$ cat src/rtl/core/hsc_pkg.sv
// Shared types, constants and bit-placement functions of the Hamming SEC codec.
package hsc_pkg;

    localparam int PARITY_COUNT = 5;
    localparam int DATA_WIDTH   = 15;
    localparam int CODE_WIDTH   = 20;

    typedef logic [DATA_WIDTH-1:0]   data_t;
    typedef logic [CODE_WIDTH-1:0]   code_t;
    typedef logic [PARITY_COUNT-1:0] syn_t;

    typedef enum logic {
        OP_ENCODE = 1'b0,
        OP_DECODE = 1'b1
    } op_t;

    typedef struct packed {
        op_t   operation;
        data_t data_word;
        code_t code_word;
    } cmd_t;

    typedef struct packed {
        code_t code_out;
        data_t data_out;
        syn_t  syndrome;
        logic  corrected;
        logic  uncorrectable;
    } res_t;

    // True for the position numbers that hold parity bits.
    function automatic logic is_pow2(input int n);
        return (n != 0) && ((n & (n - 1)) == 0);
    endfunction

    // Positions, as a bit mask over the code word, covered by parity check p.
    function automatic code_t cover_mask(input int p);
        code_t m;
        m = '0;
        for (int j = 0; j < CODE_WIDTH; j++) begin
            m[j] = (((j + 1) >> p) & 1) != 0;
        end
        return m;
    endfunction

    // Spreads the data bits over the non-parity positions, parity positions left clear.
    function automatic code_t place_data(input data_t d);
        code_t w;
        int    k;
        w = '0;
        k = 0;
        for (int j = 0; j < CODE_WIDTH; j++) begin
            if (!is_pow2(j + 1) && (k < DATA_WIDTH)) begin
                w[j] = d[k];
                k++;
            end
        end
        return w;
    endfunction

    // Gathers the data bits back out of the non-parity positions.
    function automatic data_t extract_data(input code_t w);
        data_t d;
        int    k;
        d = '0;
        k = 0;
        for (int j = 0; j < CODE_WIDTH; j++) begin
            if (!is_pow2(j + 1) && (k < DATA_WIDTH)) begin
                d[k] = w[j];
                k++;
            end
        end
        return d;
    endfunction

endpackage

$ cat src/rtl/core/hamming_sec_codec.sv
// Top level of the shortened Hamming single-error-correcting codec.
//
// The codec takes one transaction per clock on the cmd channel while cmd_ready is high
// and returns one result transaction per command on the res channel, in order. A
// command is captured in an input register; the XOR trees for encoding, the syndrome,
// the single-bit flip and the data extraction sit between that register and the result
// register, which offers the result to the res channel. While res_ready stays high the
// sustained rate is one transaction per cycle. The input register keeps taking commands
// while a finished result waits on res_ready, so a stall on the result
// side reaches cmd_ready only once both registers are full. In encode mode the data bits
// are placed at the positions that are not powers of two and each parity bit is the even
// parity of the positions it covers; the data, syndrome and flag fields of the result are
// zero. In decode mode the syndrome names the failing position, which is flipped and
// reported through corrected. A syndrome that points beyond the twenty code positions
// leaves the word untouched and raises uncorrectable instead; data is then taken from the
// received word.
module hamming_sec_codec (
    input  logic          clk,
    input  logic          rst_n,
    input  logic          cmd_valid,
    output logic          cmd_ready,
    input  hsc_pkg::cmd_t cmd,
    output logic          res_valid,
    input  logic          res_ready,
    output hsc_pkg::res_t res
);

    logic          stage_valid_reg;
    logic          stage_valid_next;
    hsc_pkg::cmd_t stage_reg;
    logic          res_valid_reg;
    logic          res_valid_next;
    hsc_pkg::res_t res_reg;
    hsc_pkg::res_t res_next;
    logic          advance;

    hsc_pkg::code_t placed;
    hsc_pkg::code_t enc_word;
    hsc_pkg::code_t fixed_word;
    hsc_pkg::code_t flip_mask;
    hsc_pkg::syn_t  syn;
    logic           syn_in_range;

    // The result register moves whenever it is empty or its content is being taken.
    assign advance   = !res_valid_reg || res_ready;
    assign cmd_ready = !stage_valid_reg || advance;

    always_comb
    begin
        stage_valid_next = cmd_ready ? cmd_valid : stage_valid_reg;
        res_valid_next   = advance ? stage_valid_reg : res_valid_reg;
    end

    always_ff @(posedge clk or negedge rst_n)
    begin
        if (!rst_n)
        begin
            stage_valid_reg <= 1'b0;
            res_valid_reg   <= 1'b0;
        end
        else
        begin
            stage_valid_reg <= stage_valid_next;
            res_valid_reg   <= res_valid_next;
        end
    end

    always_ff @(posedge clk)
    begin
        if (cmd_ready)
        begin
            stage_reg <= cmd;
        end
        if (advance)
        begin
            res_reg <= res_next;
        end
    end

    // Encoding: parity positions are clear in the placed word, so each parity bit is
    // simply the XOR of everything its check covers.
    always_comb
    begin
        placed   = hsc_pkg::place_data(stage_reg.data_word);
        enc_word = placed;
        for (int p = 0; p < hsc_pkg::PARITY_COUNT; p++)
        begin
            if (((1 << p) - 1) < hsc_pkg::CODE_WIDTH)
            begin
                enc_word[(1 << p) - 1] = ^(placed & hsc_pkg::cover_mask(p));
            end
        end
    end

    // Decoding: each failing check contributes its own position bit to the syndrome.
    always_comb
    begin
        syn = '0;
        for (int p = 0; p < hsc_pkg::PARITY_COUNT; p++)
        begin
            if (((1 << p) - 1) < hsc_pkg::CODE_WIDTH)
            begin
                syn[p] = ^(stage_reg.code_word & hsc_pkg::cover_mask(p));
            end
        end
        syn_in_range = (int'(syn) <= hsc_pkg::CODE_WIDTH);
        for (int j = 0; j < hsc_pkg::CODE_WIDTH; j++)
        begin
            flip_mask[j] = (int'(syn) == (j + 1));
        end
        fixed_word = stage_reg.code_word ^ flip_mask;
    end

    always_comb
    begin
        res_next = '0;
        case (stage_reg.operation)
            hsc_pkg::OP_ENCODE:
            begin
                res_next.code_out = enc_word;
            end
            hsc_pkg::OP_DECODE:
            begin
                res_next.code_out      = fixed_word;
                res_next.data_out      = hsc_pkg::extract_data(fixed_word);
                res_next.syndrome      = syn;
                res_next.corrected     = (syn != '0) && syn_in_range;
                res_next.uncorrectable = !syn_in_range;
            end
            default:
            begin
                res_next = '0;
            end
        endcase
    end

    assign res_valid = res_valid_reg;
    assign res       = res_reg;

`ifndef ASSERT_OFF
    a_flags_exclusive: assert property (@(posedge clk) disable iff (!rst_n)
        res_valid_reg |-> !(res_reg.corrected && res_reg.uncorrectable))
        else $error("corrected and uncorrectable raised together");

    a_corrected_in_range: assert property (@(posedge clk) disable iff (!rst_n)
        (res_valid_reg && res_reg.corrected) |->
            (res_reg.syndrome != '0) && (int'(res_reg.syndrome) <= hsc_pkg::CODE_WIDTH))
        else $error("correction reported for a syndrome outside the code");

    a_uncorr_syndrome: assert property (@(posedge clk) disable iff (!rst_n)
        (res_valid_reg && res_reg.uncorrectable) |->
            (int'(res_reg.syndrome) > hsc_pkg::CODE_WIDTH))
        else $error("uncorrectable flag with an in-range syndrome");

    a_stage_holds: assert property (@(posedge clk) disable iff (!rst_n)
        (stage_valid_reg && !advance) |=> (stage_valid_reg && $stable(stage_reg)))
        else $error("held command lost while the result register was stalled");

    a_stage_moves: assert property (@(posedge clk) disable iff (!rst_n)
        (stage_valid_reg && advance) |=> res_valid_reg)
        else $error("command left the input register without producing a result");
`endif

endmodule

$ cat config.mk
export PLATFORM = sky130hd
export DESIGN_NAME = hamming_sec_codec
export DESIGN_NICKNAME = d
export VERILOG_FILES = /design/src/rtl/core/hsc_pkg.sv /design/src/rtl/core/hamming_sec_codec.sv
export SDC_FILE = /design/constraint.sdc
export NUM_CORES = 1
export LEC_CHECK = 0
export ABC_AREA = 1
export BUFFER_PORTS_ARGS = -buffer_cell sky130_fd_sc_hd__buf_2
export CAP_MARGIN = 10
export CORE_ASPECT_RATIO = 1.25
export CORE_MARGIN = 5
export CORE_UTILIZATION = 55
export CTS_CLUSTER_DIAMETER = 100
export DETAILED_ROUTE_END_ITERATION = 12
export GPL_TIMING_DRIVEN = 0
export PLACE_DENSITY = 0.84
export SYNTH_ARGS = -nofsm -noshare
export SYNTH_HDL_FRONTEND = slang
export SYNTH_SLANG_ARGS = --single-unit
$ cat constraint.sdc
create_clock -name clk -period 2.55 [get_ports clk]
set_input_delay 0.255 -clock clk [delete_from_list [all_inputs] [get_ports clk]]
set_output_delay 0.255 -clock clk [all_outputs]
set_load 0.01 [all_outputs]
==> results_dict.tcl <==
set metrics [dict create \
    status "finished clean" \
    cts_sinks 80 \
    seq_area_frac_synth_pct 56.0 \
    synth_top_area_share_pct 54.9 \
    coreArea_mm2 0.00770 \
    std_cell_rows 36 \
    die_h_um 109 \
    synth_mux_area_share_pct 0 \
    cap_violations 0 \
    synth_compound_gate_area_share_pct 1.99 \
    cp_max_fo 6 \
    finalSetupViolCount 0 \
    slew_headroom_pct 36.4 \
    route.detailed.vias_per_inst 5.37 \
    synth_nets 500 \
    grt_overflow 0 \
    antenna_found_initial 0 \
    synth_warnings 0 \
    synth_top_family_by_area "simple AND/OR/NAND/NOR gates" \
    diodes 0 \
    hp-class "input port to register" \
    yosysTopAreaCell "edfxtp_1" \
    clock.fmax_mhz 442 \
    layout-drive-gt1-share_pct 25.2 \
    clk_latency_ns 0.36 \
    die_x_um 88.8 \
    cts_setup_buffers 0 \
    cts-resized-gates 0 \
    synth.area.top_cells "edfxtp_1, nand2_1, nand3_1" \
    cts_made_buffers 9 \
    min_period_ns 2.26 \
    power_density_mw_per_mm2 737 \
    rsz0062_at_grt "no" \
    totalWireLength_um 9970 \
    cts.path.max_buffers 2 \
    cpMostUsedCell "nand2_1" \
    syn-instance-count 460 \
    final_common_cell "nand2_1" \
    largest_reg_flops 42 \
    finalMaxSlewViolations 0 \
    avgSynthCellArea_um2 9.28 \
    yosys.area_share.xor_xnor_pct 7.91 \
    boundaryPins 84 \
    portBuffers 83 \
    cts_root_buf "clkbuf_8" \
    fin_crit_sh_pct 88.8 \
    slowest_stage "edfxtp_1" \
    dp_slack_ns 0.364 \
    die_area_mm2 0.00963 \
    yosys_register_bits 80 \
    synthSimpleGateAreaFrac_pct 28.3 \
    tightestPinTransition_ns 0.951 \
    design_area_mm2 0.00502 \
    final_nets 595 \
    wl_per_cell_um 15.2 \
    synthAdderAreaFrac_pct 0 \
    start_kind "register" \
    cts.htree.levels 3 \
    dr.pass1.iters 6 \
    finalWorstSetupSlack_ns 0.286 \
    drtIter0Drc 301 \
    grt_max_degree 44 \
    gp_congestion 0.926 \
    vdd_drop_max_v 0.000571 \
    slowest_delay_ns 0.50 \
    arrival_ns 2.38 \
    syn_area_mm2 0.00427 \
    drc_errors 0 \
    power.leakage_nw 2.42 \
    num_vias 3520 \
    mostFrequentLayoutCells "nand2_1, buf_2, edfxtp_1" \
    crit_path_cell_trace "inv_2 -> nand2_1 -> nand2_1 -> nand2_1 -> nand2_2 -> nand3_1 -> nand3_1 -> nand2_1 -> nor2_1 -> nand4_1 -> nand3_1 -> nand2_1" \
    ys_types 27 \
    fin_hold_ws_ns 0.0614 \
    critical_path_class "register to register" \
    fin_tns_setup_ns 0 \
    track_usage_pct 21.8 \
    cp_data_required_time_ns 2.67 \
    end_kind "register" \
    dpl_cell_area_mm2 0.00481 \
    hold_violations 0 \
    grt_pass1_vias 3455 \
    postRouteAntennaNets 0 \
    grt_pass1_wl_um 15700 \
    cts-hold-fix-buffers 1 \
    dp_hpwl_um 7390 \
    initial_core_util_pct 55.4 \
    areaGrowthSynthToFinish_pct 17.5 \
    skew_ns 0.0116 \
    path_clk_slew_ns 0.08 \
    cts_tree "yes" \
]
-- logic make-up after synthesis --
| group | after synthesis |
|---|---|
| xor+xnor | 36 |
| compound gates | 16 |
| simple gates | 273 |
| flops | 80 |
| buf+inv | 55 |
-- per-layer routing --
metal / up-vias / part of all wire (%) / GRT usage [%]
met5: - / 0 / 0
met4: 0 / 4.4 / 10.5
met3: 43 / 6.1 / 4.42
met2: 157 / 54 / 40.7
met1: 1627 / 36 / 22.7
li1: 1693 / - / -
-- report_power, final --
part | internal, W | switching, W
sequential | 0.00164 | 0.0000857
clock | 0.000456 | 0.000480
combinational | 0.000356 | 0.000681
-- synthesized netlist by cell type --
cell type,count
a21oi_1,3
and2_1,1
buf_4,5
buf_6,1
clkbuf_1,2
clkbuf_2,1
clkbuf_8,1
dfrtp_1,2
edfxtp_1,78
inv_1,38
inv_2,7
nand2_1,171
nand2_2,10
nand2_4,4
nand3_1,54
nand3_2,4
nand4_1,4
nor2_1,19
nor2_2,4
nor2_4,2
o21ai_0,7
o21ai_1,4
o21bai_1,2
xnor2_1,20
xnor2_2,2
xor2_1,13
xor2_2,1
-- through the flow --
step                power (W)  utilization (%)  instances
finish                0.00370             65.1        655
global route          0.00387             65.1        655
CTS                   0.00369             65.1        655
detailed placement    0.00276             62.5        638
global placement      0.00272             62.4        638
floorplan             0.00246                -        460
-- layout make-up --
cell class,instances,area [um2]
buffer,10,75.1
clock buffer,10,128
clock inverter,6,67.6
fill,609,2690
inverter,45,169
multi-input combinational,325,1640
sequential,80,2390
tap,95,119
timing repair buffer,84,425
-- worst paths after layout --
check,slack (ns),depth (start not counted),endpoint,startpoint
min in group asynchronous,0.18,2,stage_valid_reg$_DFFE_PN0P_,rst_n
hold / removal,0.06,1,stage_reg[17]$_DFFE_PP_,cmd[17]
hold reg to reg,0.50,2,res_valid$_DFFE_PN0P_,stage_valid_reg$_DFFE_PN0P_
setup / recovery,0.29,12,res[24]$_DFFE_PP_,stage_reg[14]$_DFFE_PP_
setup reg to reg,0.29,12,res[24]$_DFFE_PP_,stage_reg[14]$_DFFE_PP_
max in group asynchronous,2.28,2,res_valid$_DFFE_PN0P_,rst_n
-- worst max-delay path: cells and delay by family, from the launching register on --
kind                   cells  cell delay [ns]
buffers and inverters      1             0.15
flip-flops                 1             0.50
AND/OR/NAND/NOR           11             1.37
No activity file was read; power rests on OpenSTA's default activity.
